==> config.mk <==
export PLATFORM = sky130hd
export DESIGN_NAME = relay_node_failsafe_controller_core
export DESIGN_NICKNAME = d
export VERILOG_FILES = /design/src/design/rnfc_pkg.sv /design/src/design/relay_node_failsafe_controller_core.sv /design/src/design/rnfc_rule.sv
export VERILOG_INCLUDE_DIRS = /design/src /design/src/design
export SDC_FILE = /design/constraint.sdc
export NUM_CORES = 1
export LEC_CHECK = 0
export ABC_AREA = 0
export BUFFER_PORTS_ARGS = -buffer_cell sky130_fd_sc_hd__clkbuf_2
export CAP_MARGIN = 15
export CORE_MARGIN = 4
export CORE_UTILIZATION = 40
export CTS_CLUSTER_SIZE = 8
export DETAILED_ROUTE_END_ITERATION = 10
export PLACE_DENSITY = 0.61
export SYNTH_ARGS = -nofsm -noshare
export SYNTH_HDL_FRONTEND = slang
export SYNTH_SLANG_ARGS = --single-unit
==> constraint.sdc <==
create_clock -name clk -period 8.8 [get_ports clk]
set_input_delay 0 -clock clk [delete_from_list [all_inputs] [get_ports clk]]
set_output_delay 0 -clock clk [all_outputs]
set_load 0.02 [all_outputs]
==> src/design/relay_node_failsafe_controller_core_assert.svh <==
// ---------------------------------------------------------------------------
// Relay node failsafe controller - assertion macros
// Concurrent assertion wrappers; they compile to nothing when SYNTH is set.
// ---------------------------------------------------------------------------
`ifndef RELAY_NODE_FAILSAFE_CONTROLLER_CORE_ASSERT_SVH
`define RELAY_NODE_FAILSAFE_CONTROLLER_CORE_ASSERT_SVH

`ifndef SYNTH

// Checked outside reset.
`define RNFC_ASSERT(lbl, clk, rst, prop, msg) \
  lbl: assert property (@(posedge clk) disable iff (rst) prop) else $error(msg);

// Checked on every edge, reset included.
`define RNFC_ASSERT_ALWAYS(lbl, clk, prop, msg) \
  lbl: assert property (@(posedge clk) prop) else $error(msg);

`else

`define RNFC_ASSERT(lbl, clk, rst, prop, msg)
`define RNFC_ASSERT_ALWAYS(lbl, clk, prop, msg)

`endif

`endif

==> src/design/rnfc_pkg.sv <==
// ---------------------------------------------------------------------------
// Relay node failsafe controller - shared package
// Node state encodings, codes, item and state structs, small decode helpers.
// ---------------------------------------------------------------------------
`timescale 1ns / 1ps

package rnfc_pkg;

  localparam int unsigned CNT_W = 17;
  localparam logic [CNT_W-1:0] COUNT_MAX = 17'h1FFFF;

  // Node state machine, one-hot.
  typedef enum logic [5:0] {
    ST_INIT = 6'b000001,
    ST_DISC = 6'b000010,
    ST_OPER = 6'b000100,
    ST_AUTO = 6'b001000,
    ST_MAN  = 6'b010000,
    ST_FAIL = 6'b100000
  } nstate_t;

  // Node state codes as reported on the result stream.
  localparam logic [2:0] NODE_INIT = 3'd0;
  localparam logic [2:0] NODE_DISC = 3'd1;
  localparam logic [2:0] NODE_OPER = 3'd2;
  localparam logic [2:0] NODE_AUTO = 3'd3;
  localparam logic [2:0] NODE_MAN  = 3'd4;
  localparam logic [2:0] NODE_FAIL = 3'd5;

  typedef enum logic [1:0] {
    SRC_AUTO = 2'd0,
    SRC_MAN  = 2'd1,
    SRC_FAIL = 2'd2
  } src_t;

  typedef enum logic [2:0] {
    ACT_TICK      = 3'd0,
    ACT_HEARTBEAT = 3'd1,
    ACT_RELAY_CMD = 3'd2,
    ACT_DISCOVER  = 3'd3,
    ACT_OPERATE   = 3'd4
  } action_t;

  localparam logic [1:0] PROF_FAN   = 2'd0;
  localparam logic [1:0] PROF_LIGHT = 2'd1;

  localparam logic [1:0] CMD_NONE     = 2'd0;
  localparam logic [1:0] CMD_APPLIED  = 2'd1;
  localparam logic [1:0] CMD_REJECTED = 2'd2;

  localparam logic [3:0] RELAY_ALL_ON  = 4'hF;
  localparam logic [3:0] RELAY_ALL_OFF = 4'h0;

  localparam logic [15:0] TIMEOUT_RESET = 16'd10000;

  typedef struct packed {
    nstate_t          st;
    src_t             src;
    logic [3:0]       relay;   // bit0 swing, bit1 low, bit2 medium, bit3 high
    logic [CNT_W-1:0] cnt;     // ms since last heartbeat, saturating
  } node_t;

  typedef struct packed {
    action_t action;
    logic    sw_auto;
    logic    cmd_swing;
    logic    cmd_low;
    logic    cmd_med;
    logic    cmd_high;
  } item_t;

  function automatic logic [2:0] node_code(input nstate_t st);
    logic [2:0] code;
    case (st)
      ST_INIT: code = NODE_INIT;
      ST_DISC: code = NODE_DISC;
      ST_OPER: code = NODE_OPER;
      ST_AUTO: code = NODE_AUTO;
      ST_MAN:  code = NODE_MAN;
      ST_FAIL: code = NODE_FAIL;
      default: code = NODE_INIT;
    endcase
    return code;
  endfunction

  // Highest lit speed relay wins.
  function automatic logic [1:0] speed_level_of(input logic [3:0] relay);
    logic [1:0] speed;
    if (relay[3]) begin
      speed = 2'd3;
    end else if (relay[2]) begin
      speed = 2'd2;
    end else if (relay[1]) begin
      speed = 2'd1;
    end else begin
      speed = 2'd0;
    end
    return speed;
  endfunction

endpackage

==> src/design/relay_node_failsafe_controller_core.sv <==
// ---------------------------------------------------------------------------
// Relay node failsafe controller - top level
// Four-relay fan node controller: node state, heartbeat watchdog, failsafe.
// ---------------------------------------------------------------------------
//
//  Channel  Dir  Handshake                 Contents
//  s_axis   in   s_axis_tvalid/tready      request: action, mode switch, relay cmd
//  m_axis   out  m_axis_tvalid/tready      result: state, source, relays, status
//  cfg      in   cfg_we (no wait)          node_profile (0), heartbeat_timeout_ms (1)
//
//  One request per cycle sustained while m_axis_tready stays high. A request is
//  captured in the input register, runs through the step rule and lands in
//  the result register together with the node state update once the result
//  register is free or being drained; its result is then valid on m_axis. With
//  m_axis_tready low the result register holds and the input register can
//  still take one more request. rst is synchronous: node in init, source
//  auto, relays off, heartbeat count zero, profile fan, timeout 10000.
//
`timescale 1ns / 1ps
`include "relay_node_failsafe_controller_core_assert.svh"

module relay_node_failsafe_controller_core (
  input  logic        clk,
  input  logic        rst,
  // request stream
  input  logic        s_axis_tvalid,
  output logic        s_axis_tready,
  input  logic [7:0]  s_axis_tdata,   // [0] mode_switch_auto, [1] cmd_swing, [2] cmd_low,
                                      // [3] cmd_med, [4] cmd_high, [7:5] zero
  input  logic [2:0]  s_axis_tuser,   // [2:0] action
  // result stream
  output logic        m_axis_tvalid,
  input  logic        m_axis_tready,
  output logic [15:0] m_axis_tdata,   // [2:0] node_state, [4:3] drive_source,
                                      // [8:5] relay_bits, [10:9] speed_level,
                                      // [11] status_report, [13:12] command_status,
                                      // [15:14] zero
  // configuration writes
  input  logic        cfg_we,
  input  logic        cfg_index,
  input  logic [15:0] cfg_data
);
  import rnfc_pkg::*;

  localparam logic CFG_PROFILE = 1'b0;
  localparam logic CFG_TIMEOUT = 1'b1;

  // configuration
  logic [1:0]  profile;
  logic [15:0] timeout;

  // input register
  logic  in_vld;
  item_t in_item;

  // node state and result register
  node_t       node;
  node_t       node_next;
  logic        rule_report;
  logic [1:0]  rule_cmd_status;
  logic        out_vld;
  logic [15:0] out_data;

  logic fire;

  // The step runs when the result register is free or being drained.
  assign fire          = in_vld && (!out_vld || m_axis_tready);
  assign s_axis_tready = !in_vld || fire;
  assign m_axis_tvalid = out_vld;
  assign m_axis_tdata  = out_data;

  always_ff @(posedge clk) begin
    if (rst) begin
      profile <= PROF_FAN;
      timeout <= TIMEOUT_RESET;
    end else if (cfg_we) begin
      case (cfg_index)
        CFG_PROFILE: profile <= cfg_data[1:0];
        CFG_TIMEOUT: timeout <= cfg_data;
        default: begin
        end
      endcase
    end
  end

  always_ff @(posedge clk) begin
    if (rst) begin
      in_vld <= 1'b0;
    end else if (s_axis_tready) begin
      in_vld <= s_axis_tvalid;
    end
  end

  always_ff @(posedge clk) begin
    if (s_axis_tvalid && s_axis_tready) begin
      in_item.action    <= action_t'(s_axis_tuser);
      in_item.sw_auto   <= s_axis_tdata[0];
      in_item.cmd_swing <= s_axis_tdata[1];
      in_item.cmd_low   <= s_axis_tdata[2];
      in_item.cmd_med   <= s_axis_tdata[3];
      in_item.cmd_high  <= s_axis_tdata[4];
    end
  end

  rnfc_rule u_rule (
    .cur        (node),
    .item       (in_item),
    .profile    (profile),
    .timeout    (timeout),
    .nxt        (node_next),
    .report     (rule_report),
    .cmd_status (rule_cmd_status)
  );

  always_ff @(posedge clk) begin
    if (rst) begin
      node.st    <= ST_INIT;
      node.src   <= SRC_AUTO;
      node.relay <= RELAY_ALL_OFF;
      node.cnt   <= '0;
    end else if (fire) begin
      node <= node_next;
    end
  end

  always_ff @(posedge clk) begin
    if (rst) begin
      out_vld <= 1'b0;
    end else if (fire) begin
      out_vld <= 1'b1;
    end else if (m_axis_tready) begin
      out_vld <= 1'b0;
    end
  end

  // Result reflects the node after the step.
  always_ff @(posedge clk) begin
    if (fire) begin
      out_data <= {2'b00, rule_cmd_status, rule_report,
                   speed_level_of(node_next.relay), node_next.relay,
                   node_next.src, node_code(node_next.st)};
    end
  end

  // Failsafe node state always reports the failsafe source.
  `RNFC_ASSERT(a_fail_src, clk, rst, (m_axis_tvalid && m_axis_tdata[2:0] == NODE_FAIL) |-> (m_axis_tdata[4:3] == SRC_FAIL), "failsafe state without failsafe source")
  // A rejected relay command leaves the relays alone.
  `RNFC_ASSERT(a_reject_hold, clk, rst, (fire && rule_cmd_status == CMD_REJECTED) |=> (node.relay == $past(node.relay)), "rejected command changed relays")
  // A heartbeat clears the watchdog count.
  `RNFC_ASSERT(a_hb_clear, clk, rst, (fire && in_item.action == ACT_HEARTBEAT) |=> (node.cnt == '0), "heartbeat did not clear count")
  // Backpressure on the request side only when both registers are full and stalled.
  `RNFC_ASSERT(a_ready_stall, clk, rst, !s_axis_tready |-> (in_vld && out_vld && !m_axis_tready), "request side stalled without cause")

endmodule

==> src/design/rnfc_rule.sv <==
// ---------------------------------------------------------------------------
// Relay node failsafe controller - step rule
// Next node state, report flag and command status for one request.
// ---------------------------------------------------------------------------
`timescale 1ns / 1ps

module rnfc_rule (
  input  rnfc_pkg::node_t cur,
  input  rnfc_pkg::item_t item,
  input  logic [1:0]      profile,
  input  logic [15:0]     timeout,
  output rnfc_pkg::node_t nxt,
  output logic            report,
  output logic [1:0]      cmd_status
);
  import rnfc_pkg::*;

  logic [CNT_W-1:0] cnt_inc;
  logic             overdue;
  logic             recovered;
  logic [1:0]       speed_cnt;
  logic [3:0]       relay_cmd;
  logic [3:0]       relay_fail;
  logic             fan;

  assign cnt_inc    = (cur.cnt == COUNT_MAX) ? cur.cnt : cur.cnt + 1'b1;
  assign overdue    = cnt_inc > {1'b0, timeout};
  assign recovered  = cnt_inc < {1'b0, timeout};
  assign fan        = (profile == PROF_FAN);
  assign relay_fail = (profile == PROF_LIGHT) ? RELAY_ALL_ON : RELAY_ALL_OFF;
  assign speed_cnt  = {1'b0, item.cmd_low} + {1'b0, item.cmd_med} + {1'b0, item.cmd_high};

  // Single-speed command; swing only rides along with a lit speed.
  always_comb begin
    relay_cmd = 4'b0000;
    if (item.cmd_high) begin
      relay_cmd[3] = 1'b1;
    end else if (item.cmd_med) begin
      relay_cmd[2] = 1'b1;
    end else if (item.cmd_low) begin
      relay_cmd[1] = 1'b1;
    end
    relay_cmd[0] = item.cmd_swing && (relay_cmd[3:1] != 3'b000);
  end

  always_comb begin
    nxt        = cur;
    report     = 1'b0;
    cmd_status = CMD_NONE;
    case (item.action)
      ACT_TICK: begin
        nxt.cnt = cnt_inc;
        case (cur.st)
          ST_OPER: begin
            if (fan && !item.sw_auto) begin
              nxt.st  = ST_MAN;
              nxt.src = SRC_MAN;
            end else begin
              nxt.st  = ST_AUTO;
              nxt.src = SRC_AUTO;
            end
          end
          ST_AUTO, ST_MAN: begin
            if (overdue) begin
              nxt.st    = ST_FAIL;
              nxt.src   = SRC_FAIL;
              nxt.relay = relay_fail;
              report    = 1'b1;
            end else if (fan && cur.st == ST_AUTO && !item.sw_auto) begin
              nxt.st  = ST_MAN;
              nxt.src = SRC_MAN;
              report  = 1'b1;
            end else if (fan && cur.st == ST_MAN && item.sw_auto) begin
              nxt.st  = ST_AUTO;
              nxt.src = SRC_AUTO;
              report  = 1'b1;
            end
          end
          ST_FAIL: begin
            // source stays failsafe until the next tick in operational
            if (recovered) begin
              nxt.st = ST_OPER;
              report = 1'b1;
            end
          end
          default: begin
          end
        endcase
      end
      ACT_HEARTBEAT: begin
        nxt.cnt = '0;
      end
      ACT_RELAY_CMD: begin
        if (speed_cnt > 2'd1) begin
          cmd_status = CMD_REJECTED;
        end else begin
          nxt.relay  = relay_cmd;
          cmd_status = CMD_APPLIED;
        end
      end
      ACT_DISCOVER: begin
        nxt.st = ST_DISC;
      end
      ACT_OPERATE: begin
        nxt.st = ST_OPER;
      end
      default: begin
      end
    endcase
  end

endmodule
Word-level counts from Yosys, hierarchy flattened:

Index checks and enable logic that the tools add are counted.

* register bits: 71
* input port bits: 33
* logic and storage cells: 96

* add/sub/neg operators: 3
* order comparisons: 3
* equality and inequality tests: 15
* muxes and demuxes: 32
* bitwise logic cells: 1
* reductions and logical operators: 23

Operator list (count)
* $pmux 6 s3: 2
* $pmux 17 s2: 1
* $mux 8: 3
* $add 17x1->17 const B: 1
* $eq 17x17->1 const B: 1
* $gt 17x16->1: 1
* $lt 17x16->1: 1
* $mux 17: 1
* $mux 4: 4
* $pmux 3 s5: 1
* $eq 6x3->1 const B: 2
* $eq 6x4->1 const B: 2
* $eq 6x5->1 const B: 2
* $eq 6x6->1 const B: 2
* $mux 1: 12
* $logic_and 1x1->1: 8
* $pmux 4 s2: 1
* $mux 7: 1
* $eq 3x2->1 const B: 2
* $eq 6x2->1 const B: 1
* $mux 2: 3
* $mux 6: 1
* $reduce_and 2->1: 3
* $pmux 2 s2: 1
* 15 further kinds: 20

Longest topological paths before layout:

Gate-level depths: netlist of run 1.

* depth in word-level cells: 10
* gate-level depth with buffers: 16

Modules after synthesis:

From an unflattened synthesis of run 1, not the netlist that was laid out.

* cells, all modules: 512
* area total of the unflattened synthesis: 4528.1 um^2

Modules (own cells, without submodules)
* relay_node_failsafe_controller_core: instances 1, cells each 251, area each 2821.5 um^2, sequential area each 1641.6 um^2
* rnfc_rule: instances 1, cells each 261, area each 1706.6 um^2, sequential area each 0.0 um^2

Worst setup path before layout of run 1:

OpenSTA, ideal clock, no wires.

* path kind: register -> register
* start: register node[0] (netlist name)
* end: register out_data[2], in the netlist m_axis_tdata[2], data pin
* library setup time: 0.262 ns
* arrival: 3.813 ns
* required time: 8.538 ns
* path slack: 4.724 ns
* cell stages (with the launch flop): 17
* path buffers: 0
* period minus slack after synthesis: 4.076 ns
* cells stage by stage: dfxtp_1 -> ha_1 -> nand3_2 -> nor3_2 -> a31oi_1 -> and3_1 -> nand3_1 -> nor2_1 -> xor2_1 -> ha_1 -> nor2b_1 -> a2111oi_4 -> nand4bb_2 -> and2_1 -> o31a_1 -> xnor2_1 -> nor3b_2

* word-level cells in the longest chain between the ends: 8
* elaborated cells on any way between the ends: 15
* classes of those cells: add/sub (1); order compare (2); eq/ne (6); mux (6)

RTL lines
* from (decl): RTL line relay_node_failsafe_controller_core.sv:57 `node_t node;`
* from (signal assigned): RTL line relay_node_failsafe_controller_core.sv:122 `node <= node_next;`
* $add 17x1->17 / $eq 17x17->1 (equally long branches): RTL line rnfc_rule.sv:26 `assign cnt_inc = (cur.cnt == COUNT_MAX) ? cur.cnt : cur.cnt + 1'b1;`
* $mux 17 *: RTL line rnfc_rule.sv:26
* $lt 17x16->1 / $gt 17x16->1 (equally long branches): RTL line rnfc_rule.sv:28, rnfc_rule.sv:27
* $mux 6 / $mux 8 (equally long branches): RTL line rnfc_rule.sv:81, rnfc_rule.sv:64
* $pmux 6 s3 *: RTL line rnfc_rule.sv:53 `case (cur.st)`
* $pmux 6 s3 *: RTL line rnfc_rule.sv:50 `case (item.action)`
* $eq 6x6->1, or another cell as far along: RTL line rnfc_pkg.sv:74 `case (st)`
* $pmux 3 s5 *: RTL line rnfc_pkg.sv:74
* to (signal assigned): RTL line relay_node_failsafe_controller_core.sv:139 `out_data <= {2'b00, rule_cmd_status, rule_report,`
* to (decl): RTL line relay_node_failsafe_controller_core.sv:62 `logic [15:0] out_data;`

Mark *: on every way between the ends. The rest lies on a longest branch, timed or not.
A chain may end at the register's enable or synchronous reset.

Worst setup path after layout of run 1:

* start: register node[0] (netlist name)
* end: register out_data[9], in the netlist m_axis_tdata[9], data pin

* word-level cells in the longest chain between the ends: 8
* elaborated cells on any way between the ends: 9
* classes of those cells: add/sub (1); order compare (1); eq/ne (1); mux (6)

RTL lines
* $add 17x1->17 / $eq 17x17->1 (equally long branches): RTL line rnfc_rule.sv:26
* $mux 17 *: RTL line rnfc_rule.sv:26
* $gt 17x16->1 *: RTL line rnfc_rule.sv:27 `assign overdue = cnt_inc > {1'b0, timeout};`
* $mux 4 *: RTL line rnfc_rule.sv:64 `if (overdue) begin`
* $mux 4 *: RTL line rnfc_rule.sv:53
* $pmux 4 s2 *: RTL line rnfc_rule.sv:50
* $mux 1: RTL line rnfc_pkg.sv:93 `end else if (relay[1]) begin`
* $mux 1: RTL line rnfc_pkg.sv:91 `end else if (relay[2]) begin`

Marks and branches as above.

==> summary.md, run 1 <==
| Metric | Value |
|---|---|
| Die width | 109 um |
| Root buffer cell | clkbuf_8 |
| CP startpoint | node[0]$_SDFFE_PP0P_ |
| R2R cell count | 16 |
| DR vias | 3,651 |
| Mux cell area share after synthesis | 0.0134 |
| Cells after synthesis | 480 |
| DR vias/cell | 5.38 |
| Max Cap Viol | 0 |
| Critical path launch point type | flip-flop |
| Routed Antenna Nets | 0 |
| Outcome | finished clean |
| Arrival time worst endpoint | 4.80 ns |
| First-pass DRT Iterations | 5 |
| Mapped Area | 4120 sq um |
| Leakage | 1.95 nW |
| Worst Hold Class | input pin to flip-flop |
| DRC | 0 |
| Main combinational cell family by area after synthesis | simple AND/OR/NAND/NOR gates |
| Latest clock arrival within the worst-skew pair | 0.35 ns |
| Post-route clock period utilization | 0.534 |
| GRT overflow | 0 |
| Most common cell after layout, fill and taps aside | nand2_1 |
| Largest net degree at the start of global routing | 50 |
| GPL Wtd Cong | 0.891 |
| Worst-path clk slew | 0.09 ns |
| Num CTS Buffers | 9 |
| Mapped Avg Cell Area | 8.58 sq um |
| Worst slew margin | 0.291 |
| Final Total Pwr | 0.751 mW |
| Layout cell share with drive strength beyond 1 | 0.167 |
| H-tree levels | 3 |
| Post-DR wirelength/cell | 14.5 um |
| CORE AREA | 9910 sq um |
| Slew @ Worst Pin | 1.06 ns |
| Full die area | 12,000 sq um |
| Post-layout min period | 4.70 ns |
| Fmax | 213 MHz |
| Worst setup endpoint | m_axis_tdata[9]$_SDFFCE_PP1P_ |
| CP Data Required Time | 8.90 ns |
| Number of synthesized flops with an enable pin | 22 |
| Vias in the first global route | 3,535 |
| Library cells used by synthesis | 72 |
| Starting Density | 0.416 |
| Final slew viol count | 0 |
| Register area share after synthesis | 0.398 |
| Die height | 109 um |
| R2R Path Start | node[0]$_SDFFE_PP0P_ |
| Slowest stage delay, CP | 0.53 ns |
| Worst hold stages | 2 |
| Setup crit end kind | flip-flop |
| Area fraction in and, or, nand and nor cells after synthesis | 0.250 |
| Final setup TNS | 0 ns |
| Final hold vios | 0 |
| CTS tree | yes |
| Clock Skew | 0.00561 ns |
| Synth Area in Adders | 0.0547 |
| Post-Synth XOR/XNOR Area | 0.0340 |
| Warnings from Yosys | 0 |
| Async S/R FF share, synth | 0 |
| Most frequent cells in the layout | 65 x nand2_1, 52 x nor2_1, 49 x dfxtp_1 |
| Area growth, synth to finish | 19.2% |
| Dpl hpwl | 7020 um |
| Final setup viols | 0 |
| Total global-route track usage | 0.175 |
| Crit-path cells | ha_1, nand3_2, nor3_2, a31oi_1, and3_1, nand3_1, nor2_1, xor2_1, ha_1, nor2b_1, a2111oi_4, nand4bb_2, and2_1, and3_1, a311oi_2, o21ai_1 |
| Kind of critical path | flip-flop to flip-flop |
| Yosys reg bits | 71 |
| Initial drt markers | 147 |
| Slowest CP cell | a2111oi_4 |
| Power Dens Cells | 153 nW/um^2 |
| R2R setup slack | 4.10 ns |
| Site Rows | 36 |
| Antenna diode count | 0 |
| WL final | 9840 um |
| Initial antenna violation count | 0 |
| I/O Buffers | 45 |
| RSZ-0062 raised after global routing | no |
| CTS max path bufs | 2 |
| Compound-Gate Fraction of Synth Area | 0.197 |
| Most common flop cell mapped by yosys | dfxtp_1 |
| Reg2Reg Capture Point | m_axis_tdata[9]$_SDFFCE_PP1P_ |
| Max IR drop VDD | 0.0000788 V |
| Final net count | 592 |
| First-pass GRT wire length | 16,600 um |
| # IOs | 51 |
| Crit path max fanout | 8 |
| CTS sink cnt | 71 |
[area by class of cell]
| type | instances | area [sq um] |
|---|---|---|
| fillers | 971 | 5000 |
| inverters | 24 | 90.1 |
| multi-input cells | 361 | 2270 |
| repair buffers | 74 | 513 |
| flip-flops and latches | 71 | 1640 |
| clock inverters | 7 | 105 |
| well taps | 133 | 166 |
| clock buffers | 9 | 124 |
[through the flow]
step,utilization,cells,area [sq um],worst slack (ns),hold WS (ns)
global route,0.496,679,4910,3.76,0.345
detailed placement,0.444,635,4400,4.14,0.179
finish,0.496,679,4910,4.10,0.361
floorplan,-,481,4120,4.72,0.0989
global placement,0.444,635,4400,4.18,0.179
CTS,0.496,679,4910,4.10,0.345
[worst min-delay path by stage]
stage                           end             from  slack (ns)
2_1_floorplan  in_item[0]$_DFFE_PP_  s_axis_tdata[4]         0.1
3_3_place_gp   in_item[2]$_DFFE_PP_  s_axis_tdata[2]        0.18
3_5_place_dp   in_item[0]$_DFFE_PP_  s_axis_tdata[4]        0.18
4_1_cts        in_item[3]$_DFFE_PP_  s_axis_tdata[1]        0.35
5_1_grt        in_item[0]$_DFFE_PP_  s_axis_tdata[4]        0.34
6_report       in_item[1]$_DFFE_PP_  s_axis_tdata[3]        0.36
[power breakdown]
part	internal (mW)	switching, mW
Combinational	0.0368	0.0479
Sequential	0.351	0.0113
Clock	0.163	0.140
[synth_stat cells (2+ instances only)]
| cell type | instances | area (sq um) |
|---|---|---|
| and3_1 | 9 | 56.3 |
| nand3_2 | 2 | 20.0 |
| ha_1 | 18 | 225 |
| nand3b_1 | 6 | 45.0 |
| buf_6 | 2 | 22.5 |
| clkbuf_1 | 15 | 56.3 |
| inv_1 | 22 | 82.6 |
| nor2_1 | 52 | 195 |
| edfxtp_1 | 22 | 661 |
| nor4_2 | 2 | 25.0 |
| and2_1 | 5 | 31.3 |
| o31ai_1 | 2 | 15.0 |
| xor2_1 | 4 | 35.0 |
| nand2b_1 | 5 | 31.3 |
| xnor2_1 | 12 | 105 |
| o21ai_0 | 18 | 90.1 |
| nand2_1 | 65 | 244 |
| or3_1 | 3 | 18.8 |
| a22o_1 | 3 | 26.3 |
| dfxtp_1 | 49 | 981 |
| a211oi_2 | 3 | 37.5 |
| a22oi_1 | 12 | 90.1 |
| nor4_1 | 3 | 18.8 |
| nor3_1 | 8 | 40.0 |
| a31oi_1 | 5 | 31.3 |
| buf_2 | 4 | 20.0 |
| nand4_1 | 3 | 18.8 |
| a21oi_1 | 41 | 205 |
| a311oi_1 | 3 | 26.3 |
| nor2b_1 | 5 | 31.3 |
| inv_2 | 2 | 7.51 |
| nand3_1 | 20 | 100 |
| buf_1 | 2 | 7.51 |
| buf_4 | 2 | 15.0 |
| o21bai_1 | 2 | 15.0 |
| mux2_2 | 2 | 22.5 |
| a21o_1 | 2 | 15.0 |
| nor3_2 | 3 | 30.0 |
| nand2_2 | 2 | 12.5 |
| o21a_1 | 3 | 22.5 |
| a211oi_1 | 5 | 37.5 |
| o22ai_1 | 2 | 12.5 |
[worst max-delay path: cells and delay by family, from the launching register on]
| family | cells | cell delay [ns] |
|---|---|---|
| AO/OA/AOI/OAI | 4 | 1.32 |
| XOR/XNOR | 1 | 0.16 |
| adder cells (fa/ha/maj) | 2 | 0.54 |
| flip-flops | 1 | 0.42 |
| AND/OR/NAND/NOR | 9 | 2.02 |
[flip-flops by register name (all words and copies together), names as in the netlist]
signal / count
in_item: 8
m_axis_tvalid: 1
m_axis_tdata: 14
in_vld: 1
node: 29
timeout: 16
profile: 2
[kinds of logic (layout without fill, tap and decap cells)]
family | count (synthesis) | count (layout)
mux | 4 | 4
fa+ha+maj | 18 | 18
buf+inv | 49 | 114
xor+xnor | 16 | 16
flops | 71 | 71
compound gates | 118 | 118
other cells | 1 | 2
simple gates | 203 | 203
[layer usage]
metal	vias up	part of all wire	global-route usage
met5	-	0	0
met4	0	0.018	0.0686
met3	19	0.048	0.0323
met2	86	0.51	0.303
met1	1723	0.43	0.215
li1	1823	-	-
[what timing repair did]
item	in CTS	in global routing
hold buffers	28	0
buffers inserted	0	0
hold endpoints to repair	28	0
resized for setup	0	0
Power figures use the tool's default switching activity.
==> run 2: changes to the inputs <==
- PLACE_DENSITY: 0.61 -> 0.63
- clock period: 8.8 -> 4.25 ns (I/O delays scaled with it)
==> run 2 against run 1 <==
Against the previous run: routed wire length is 1.6% lower; highest routed layer unchanged; cell count up 0.74%; sequential power increased by 110%; critical endpoint is now m_axis_tdata[2]$_DFFE_PP_.
==> summary.md, run 2 (same netlist as run 1, synthesis figures left out) <==
| Metric | Value |
|---|---|
| Max Cap Viol | 0 (unchanged) |
| Outcome | finished clean |
| Site Rows | 36 (unchanged) |
| Post-DP Area | 4440 sq um (+0.85%) |
| R2R Path Start | node[1]$_SDFFE_PP0P_ |
| Antenna diode count | 0 (unchanged) |
| Final hold vios | 0 (unchanged) |
| # IOs | 51 (unchanged) |
| Final net count | 597 (+0.84%) |
| Kind of critical path | flip-flop to flip-flop |
| Num CTS Buffers | 9 (unchanged) |
| Layout cell share with drive strength beyond 1 | 0.183 (+0.0166) |
| Worst-path clk slew | 0.09 ns (about the same) |
| Arrival time worst endpoint | 4.09 ns (-0.71 ns) |
| DR vias | 3,644 (-0.19%) |
| Slew @ Worst Pin | 1.03 ns (-0.0317 ns) |
| Starting Density | 0.416 (unchanged) |
| Utilization after layout | 0.505 (+0.00960) |
| First-pass DRT Iterations | 4 (-1) |
| Final slew viol count | 0 (unchanged) |
| Worst slew margin | 0.312 (+0.0212) |
| Final setup viols | 0 (unchanged) |
| CTS tree | yes |
| Latest clock arrival within the worst-skew pair | 0.35 ns (about the same) |
| Initial drt markers | 197 (+34%) |
| Post-layout min period | 3.99 ns (-0.712 ns) |
| DRC | 0 (unchanged) |
| WL final | 9690 um (-1.6%) |
| Total global-route track usage | 0.170 (-0.00530) |
| Root buffer cell | clkbuf_8 |
| Fmax | 251 MHz (+18%) |
| Max IR drop VDD | 0.000156 V (+97%) |
| Dpl hpwl | 6870 um (-2.0%) |
| Area growth, synth to finish | 21.5% |
| Crit path max fanout | 6 (-2) |
| H-tree levels | 3 (unchanged) |
| Final Total Pwr | 1.59 mW (+110%) |
| Post-DR wirelength/cell | 14.2 um (-2.3%) |
| Max reg flops | 29 (unchanged) |
| Most common cell after layout, fill and taps aside | nand2_1 |
| Routed Antenna Nets | 0 (unchanged) |
| R2R setup slack | 0.26 ns (-3.84 ns) |
| Die width | 109 um (unchanged) |
| Power Dens Cells | 317 nW/um^2 (+110%) |
| Full die area | 12,000 sq um (unchanged) |
| CTS max path bufs | 2 (unchanged) |
| Most frequent cells in the layout | 65 x nand2_1, 51 x nor2_1, 48 x dfxtp_1 |
| GPL Wtd Cong | 0.898 (+0.75%) |
| CORE AREA | 9910 sq um (unchanged) |
| CTS sink cnt | 71 (unchanged) |
| DR vias/cell | 5.33 (-0.92%) |
| GRT overflow | 0 (unchanged) |
| Largest net degree at the start of global routing | 50 (unchanged) |
| # fillers | 970 (-0.10%) |
| Clock Skew | 0.0110 ns (+0.00535 ns) |
| Biggest register | node |
| CP startpoint | node[1]$_SDFFE_PP0P_ |
| Worst Hold Class | input pin to flip-flop |
| First-pass GRT wire length | 16,300 um (-1.8%) |
| Critical path launch point type | flip-flop |
| Hold_sp | s_axis_tdata[2] |
| Initial antenna violation count | 0 (unchanged) |
| Final Cell Area | 5010 sq um (+1.9%) |
| Die height | 109 um (unchanged) |
| Setup crit end kind | flip-flop |
| Leakage | 1.99 nW (+2.3%) |
| Post-route clock period utilization | 0.939 (+0.404) |
| I/O Buffers | 45 (unchanged) |
| Vias in the first global route | 3,481 (-1.5%) |
| CP Data Required Time | 4.35 ns (-4.55 ns) |
run 2: cell types whose count changed in the layout (fill, tap and decap cells not counted), sizes merged:
cell,previous run,this run
clkinv,2,1
bufinv,2,3
buf,1,6
run 2: routing by layer:
layer  global-route usage  up-vias  share of wire
met3               0.0352       11          0.033
met2                0.307       69           0.52
li1                     -     1847              -
met4               0.0445        0          0.012
met1                0.203     1717           0.44
met5                    0        -              0
run 2: path summary, 6_finish.rpt:
check                                    to  depth (start not counted)
hold / removal         in_item[2]$_DFFE_PP_                          2
hold reg to reg     timeout[5]$_SDFFE_PP0P_                          2
setup / recovery  m_axis_tdata[2]$_DFFE_PP_                         17
setup reg to reg  m_axis_tdata[2]$_DFFE_PP_                         17
run 2: cell type report:
cell class                      count  area, sq um  share of cell area
Multi-Input combinational cell    361         2310               0.462
Clock buffer                        9          124              0.0247
Tap cell                          133          166              0.0332
Inverter                           24         90.1              0.0180
Timing Repair Buffer               79          551               0.110
Clock inverter                      7          119              0.0237
Sequential cell                    71         1640               0.328
run 2: per-stage QoR:
step | worst slack, ns | hold WS [ns] | TNS [ns] | cells
after global routing | -0.00618 | 0.362 | -0.00712 | 684
final | 0.260 | 0.362 | 0 | 684
after global placement | 0.247 | 0.180 | 0 | 640
after CTS | 0.132 | 0.351 | 0 | 684
after detailed placement | 0.149 | 0.179 | 0 | 640
after floorplan | 0.174 | 0.0989 | 0 | 481
run 2: worst max-delay path: stages, from the launching register on:
cell and delay [ns]:
dfxtp_1 0.39, ha_1 0.23, nand3_2 0.13, nor3_4 0.23
a31oi_1 0.14, and3_1 0.22, nand3_1 0.19, nor2_2 0.07
xor2_1 0.15, ha_1 0.30, nor2b_1 0.16, a2111oi_4 0.40
buf_4 0.21, mux2i_4 0.09, and2_1 0.20, o31a_1 0.36
xnor2_1 0.21, nor3b_2 0.07
run 2: repair_timing:
item,in CTS,in global routing
gates resized for setup,0,8
setup endpoints to repair,0,12
hold buffers,28,0
hold endpoints to repair,28,0
buffers inserted,0,0
run 2: where the power goes:
| part | leakage (nW) | internal, mW | total (mW) | switching, mW |
|---|---|---|---|---|
| registers | 0.612 | 0.727 | 0.751 | 0.0234 |
| clock network | 0.118 | 0.392 | 0.663 | 0.271 |
| logic | 1.27 | 0.0765 | 0.176 | 0.0990 |
| total | 1.99 | 1.20 | 1.59 | 0.393 |
==> run 3: changes to the inputs <==
- PLACE_DENSITY: 0.63 -> 0.61
- clock period: 4.25 -> 4 ns (I/O delays scaled with it)
==> run 3 against run 2 <==
Against the previous run: worst hold slack got worse by 0.26 ns; highest routed layer unchanged; cell count rose by 1.6%; clock-buffer cell count rose by 2; critical path type unchanged.
==> summary.md, run 3 (same netlist as run 1, synthesis figures left out) <==
| Metric | Value |
|---|---|
| Root buffer cell | clkbuf_8 |
| Max IR drop VDD | 0.000146 V (-5.8%) |
| Worst-path clk slew | 0.07 ns (-0.02 ns) |
| Arrival time worst endpoint | 3.87 ns (-0.22 ns) |
| CP Data Required Time | 4.10 ns (-0.25 ns) |
| Num CTS Buffers | 9 (unchanged) |
| Fmax | 266 MHz (+6.1%) |
| Worst slew margin | 0.294 (-0.0186) |
| Non-Filler Instances | 695 (+1.6%) |
| Clock Skew | 0.00722 ns (-0.00374 ns) |
| Slowest CP cell | mux2i_4 |
| Crit-path cells | ha_1, nand3_2, nor3_4, a31oi_1, and3_1, nand3_1, nor2_1, xor2_1, ha_1, nand3_1, a211oi_2, mux2i_4, nand2_2, a211o_1, and3_1, o211a_1 |
| RSZ-0062 raised after global routing | no |
| Worst Hold Class | input pin to flip-flop |
| Placed cell count | 649 (+1.4%) |
| Most frequent cells in the layout | 65 x nand2_1, 52 x nor2_1, 49 x dfxtp_1 |
| Slew @ Worst Pin | 1.06 ns (+0.0317 ns) |
| Dpl hpwl | 7020 um (+2.1%) |
| Largest net degree at the start of global routing | 50 (unchanged) |
| DRC | 0 (unchanged) |
| Initial drt markers | 175 (-11%) |
| Dpl ws | 0.166 ns (+0.0170 ns) |
| Final hold vios | 0 (unchanged) |
| CTS tree | yes |
| CTS sink cnt | 71 (unchanged) |
| CP top delay family | simple AND/OR/NAND/NOR gates |
| I/O Buffers | 45 (unchanged) |
| Final setup TNS | 0 ns (unchanged) |
| Die height | 109 um (unchanged) |
| CTS max path bufs | 2 (unchanged) |
| # fillers | 976 (+0.62%) |
| Pint | 1.08 mW (-10%) |
| Outcome | finished clean |
| Full die area | 12,000 sq um (unchanged) |
| # IOs | 51 (unchanged) |
| Setup crit end kind | flip-flop |
| Power Dens Cells | 293 nW/um^2 (-7.8%) |
| Max Cap Viol | 0 (unchanged) |
| Starting Density | 0.416 (unchanged) |
| Die width | 109 um (unchanged) |
| GPL Wtd Cong | 0.890 (-0.81%) |
| Post-route clock period utilization | 0.940 (+0.00145) |
| Hold Worst Slack | 0.100 ns (-0.262 ns) |
| Layout cell share with drive strength beyond 1 | 0.190 (+0.00709) |
| Clock share of power | 0.326 (-0.091) |
| H-tree levels | 3 (unchanged) |
| Kind of critical path | flip-flop to flip-flop |
| Site Rows | 36 (unchanged) |
| Post-layout min period | 3.76 ns (-0.229 ns) |
| Final net count | 608 (+1.8%) |
| Antenna diode count | 0 (unchanged) |
| WP buf/inv | 0 (-1) |
| Latest clock arrival within the worst-skew pair | 0.35 ns (about the same) |
| Most common cell after layout, fill and taps aside | nand2_1 |
| Final setup viols | 0 (unchanged) |
| DR vias | 3,686 (+1.2%) |
| Routed Antenna Nets | 0 (unchanged) |
| First-pass DRT Iterations | 4 (unchanged) |
| Fin worst setup slack | 0.239 ns (-0.0211 ns) |
| DR vias/cell | 5.30 (-0.45%) |
| WL final | 9940 um (+2.6%) |
| Max reg flops | 29 (unchanged) |
| Total global-route track usage | 0.179 (+0.00976) |
| Area growth, synth to finish | 21.7% |
| Post-DR wirelength/cell | 14.3 um (+0.96%) |
| Reg power frac | 0.544 (+0.072) |
| Sw Share | 0.267 (+0.0196) |
| Leakage | 2.01 nW (+0.82%) |
| Biggest register | node |
| Final slew viol count | 0 (unchanged) |
| NetSw | 0.392 mW (-0.30%) |
| Combinational share of power | 0.130 (+0.020) |
| GRT overflow | 0 (unchanged) |
| Vias in the first global route | 3,584 (+3.0%) |
| Crit path max fanout | 6 (unchanged) |
| Slowest stage delay, CP | 0.38 ns (-0.02 ns) |
| First-pass GRT wire length | 16,800 um (+3.2%) |
| Initial antenna violation count | 0 (unchanged) |
| Critical path launch point type | flip-flop |
| CORE AREA | 9910 sq um (unchanged) |
[run 3: changes by cell type in the layout (fill, tap and decap cells not counted), sizes merged]
cell         delta
buf            +10
inv             -2
bufinv          -3
dlygate4sd3     +1
clkinv          +3
clkbuf          +2
[run 3: what timing repair did]
item / in CTS / in global routing
endpoints found under the hold margin: 28 / 0
setup buffers: 0 / 1
setup endpoints to repair: 0 / 10
resized for setup: 0 / 6
hold buffers: 29 / 0
[run 3: layer usage]
metal  vias to the layer above  track usage  wire, um
met1                      1733        0.209      4310
met4                         0       0.0641       144
li1                       1866            -         -
met3                        15       0.0417       399
met2                        72        0.320      5090
met5                         -            0         0
[run 3: power by group through the flow]
stage | Clock [mW] | Combinational, mW | Sequential (mW)
2_1_floorplan | 0 | 0.117 | 0.812
3_3_place_gp | 0 | 0.164 | 0.813
3_5_place_dp | 0 | 0.166 | 0.814
4_1_cts | 0.498 | 0.189 | 0.797
5_1_grt | 0.528 | 0.215 | 0.802
6_report | 0.479 | 0.191 | 0.798
[run 3: path summary, 6_finish.rpt]
path	start	slack [ns]	endpoint	cells past startpoint
hold reg to reg	timeout[12]$_SDFFE_PP0P_	0.45	timeout[12]$_SDFFE_PP0P_	2
setup / recovery	node[1]$_SDFFE_PP0P_	0.24	m_axis_tdata[0]$_DFFE_PP_	16
hold / removal	cfg_index	0.10	profile[0]$_SDFFE_PP0P_	4
setup reg to reg	node[1]$_SDFFE_PP0P_	0.24	m_axis_tdata[0]$_DFFE_PP_	16
[run 3: cell type report]
class | count | area [sq um] | share of cell area
sequential | 71 | 1640 | 0.327
clock buffer | 11 | 131 | 0.0262
timing repair buffer | 90 | 636 | 0.127
multi-input combinational | 361 | 2320 | 0.463
inverter | 24 | 90.1 | 0.0180
tap | 133 | 166 | 0.0332
clock inverter | 5 | 26.3 | 0.00524
[run 3: worst reg2reg max path, stage by stage (launching register included)]
cell      delay (ns)
dfxtp_1         0.37
ha_1            0.23
nand3_2         0.13
nor3_4          0.19
a31oi_1         0.13
and3_1          0.21
nand3_1         0.10
nor2_1          0.07
xor2_1          0.15
ha_1            0.30
nand3_1         0.09
a211oi_2        0.33
mux2i_4         0.38
nand2_2         0.16
a211o_1         0.30
and3_1          0.17
o211a_1         0.20
[run 3: through the flow]
stage	util	area (sq um)	power, mW
floorplan	-	4130	0.929
global placement	0.455	4510	0.977
detailed placement	0.455	4510	0.980
CTS	0.501	4960	1.48
global route	0.506	5010	1.55
finish	0.506	5010	1.47
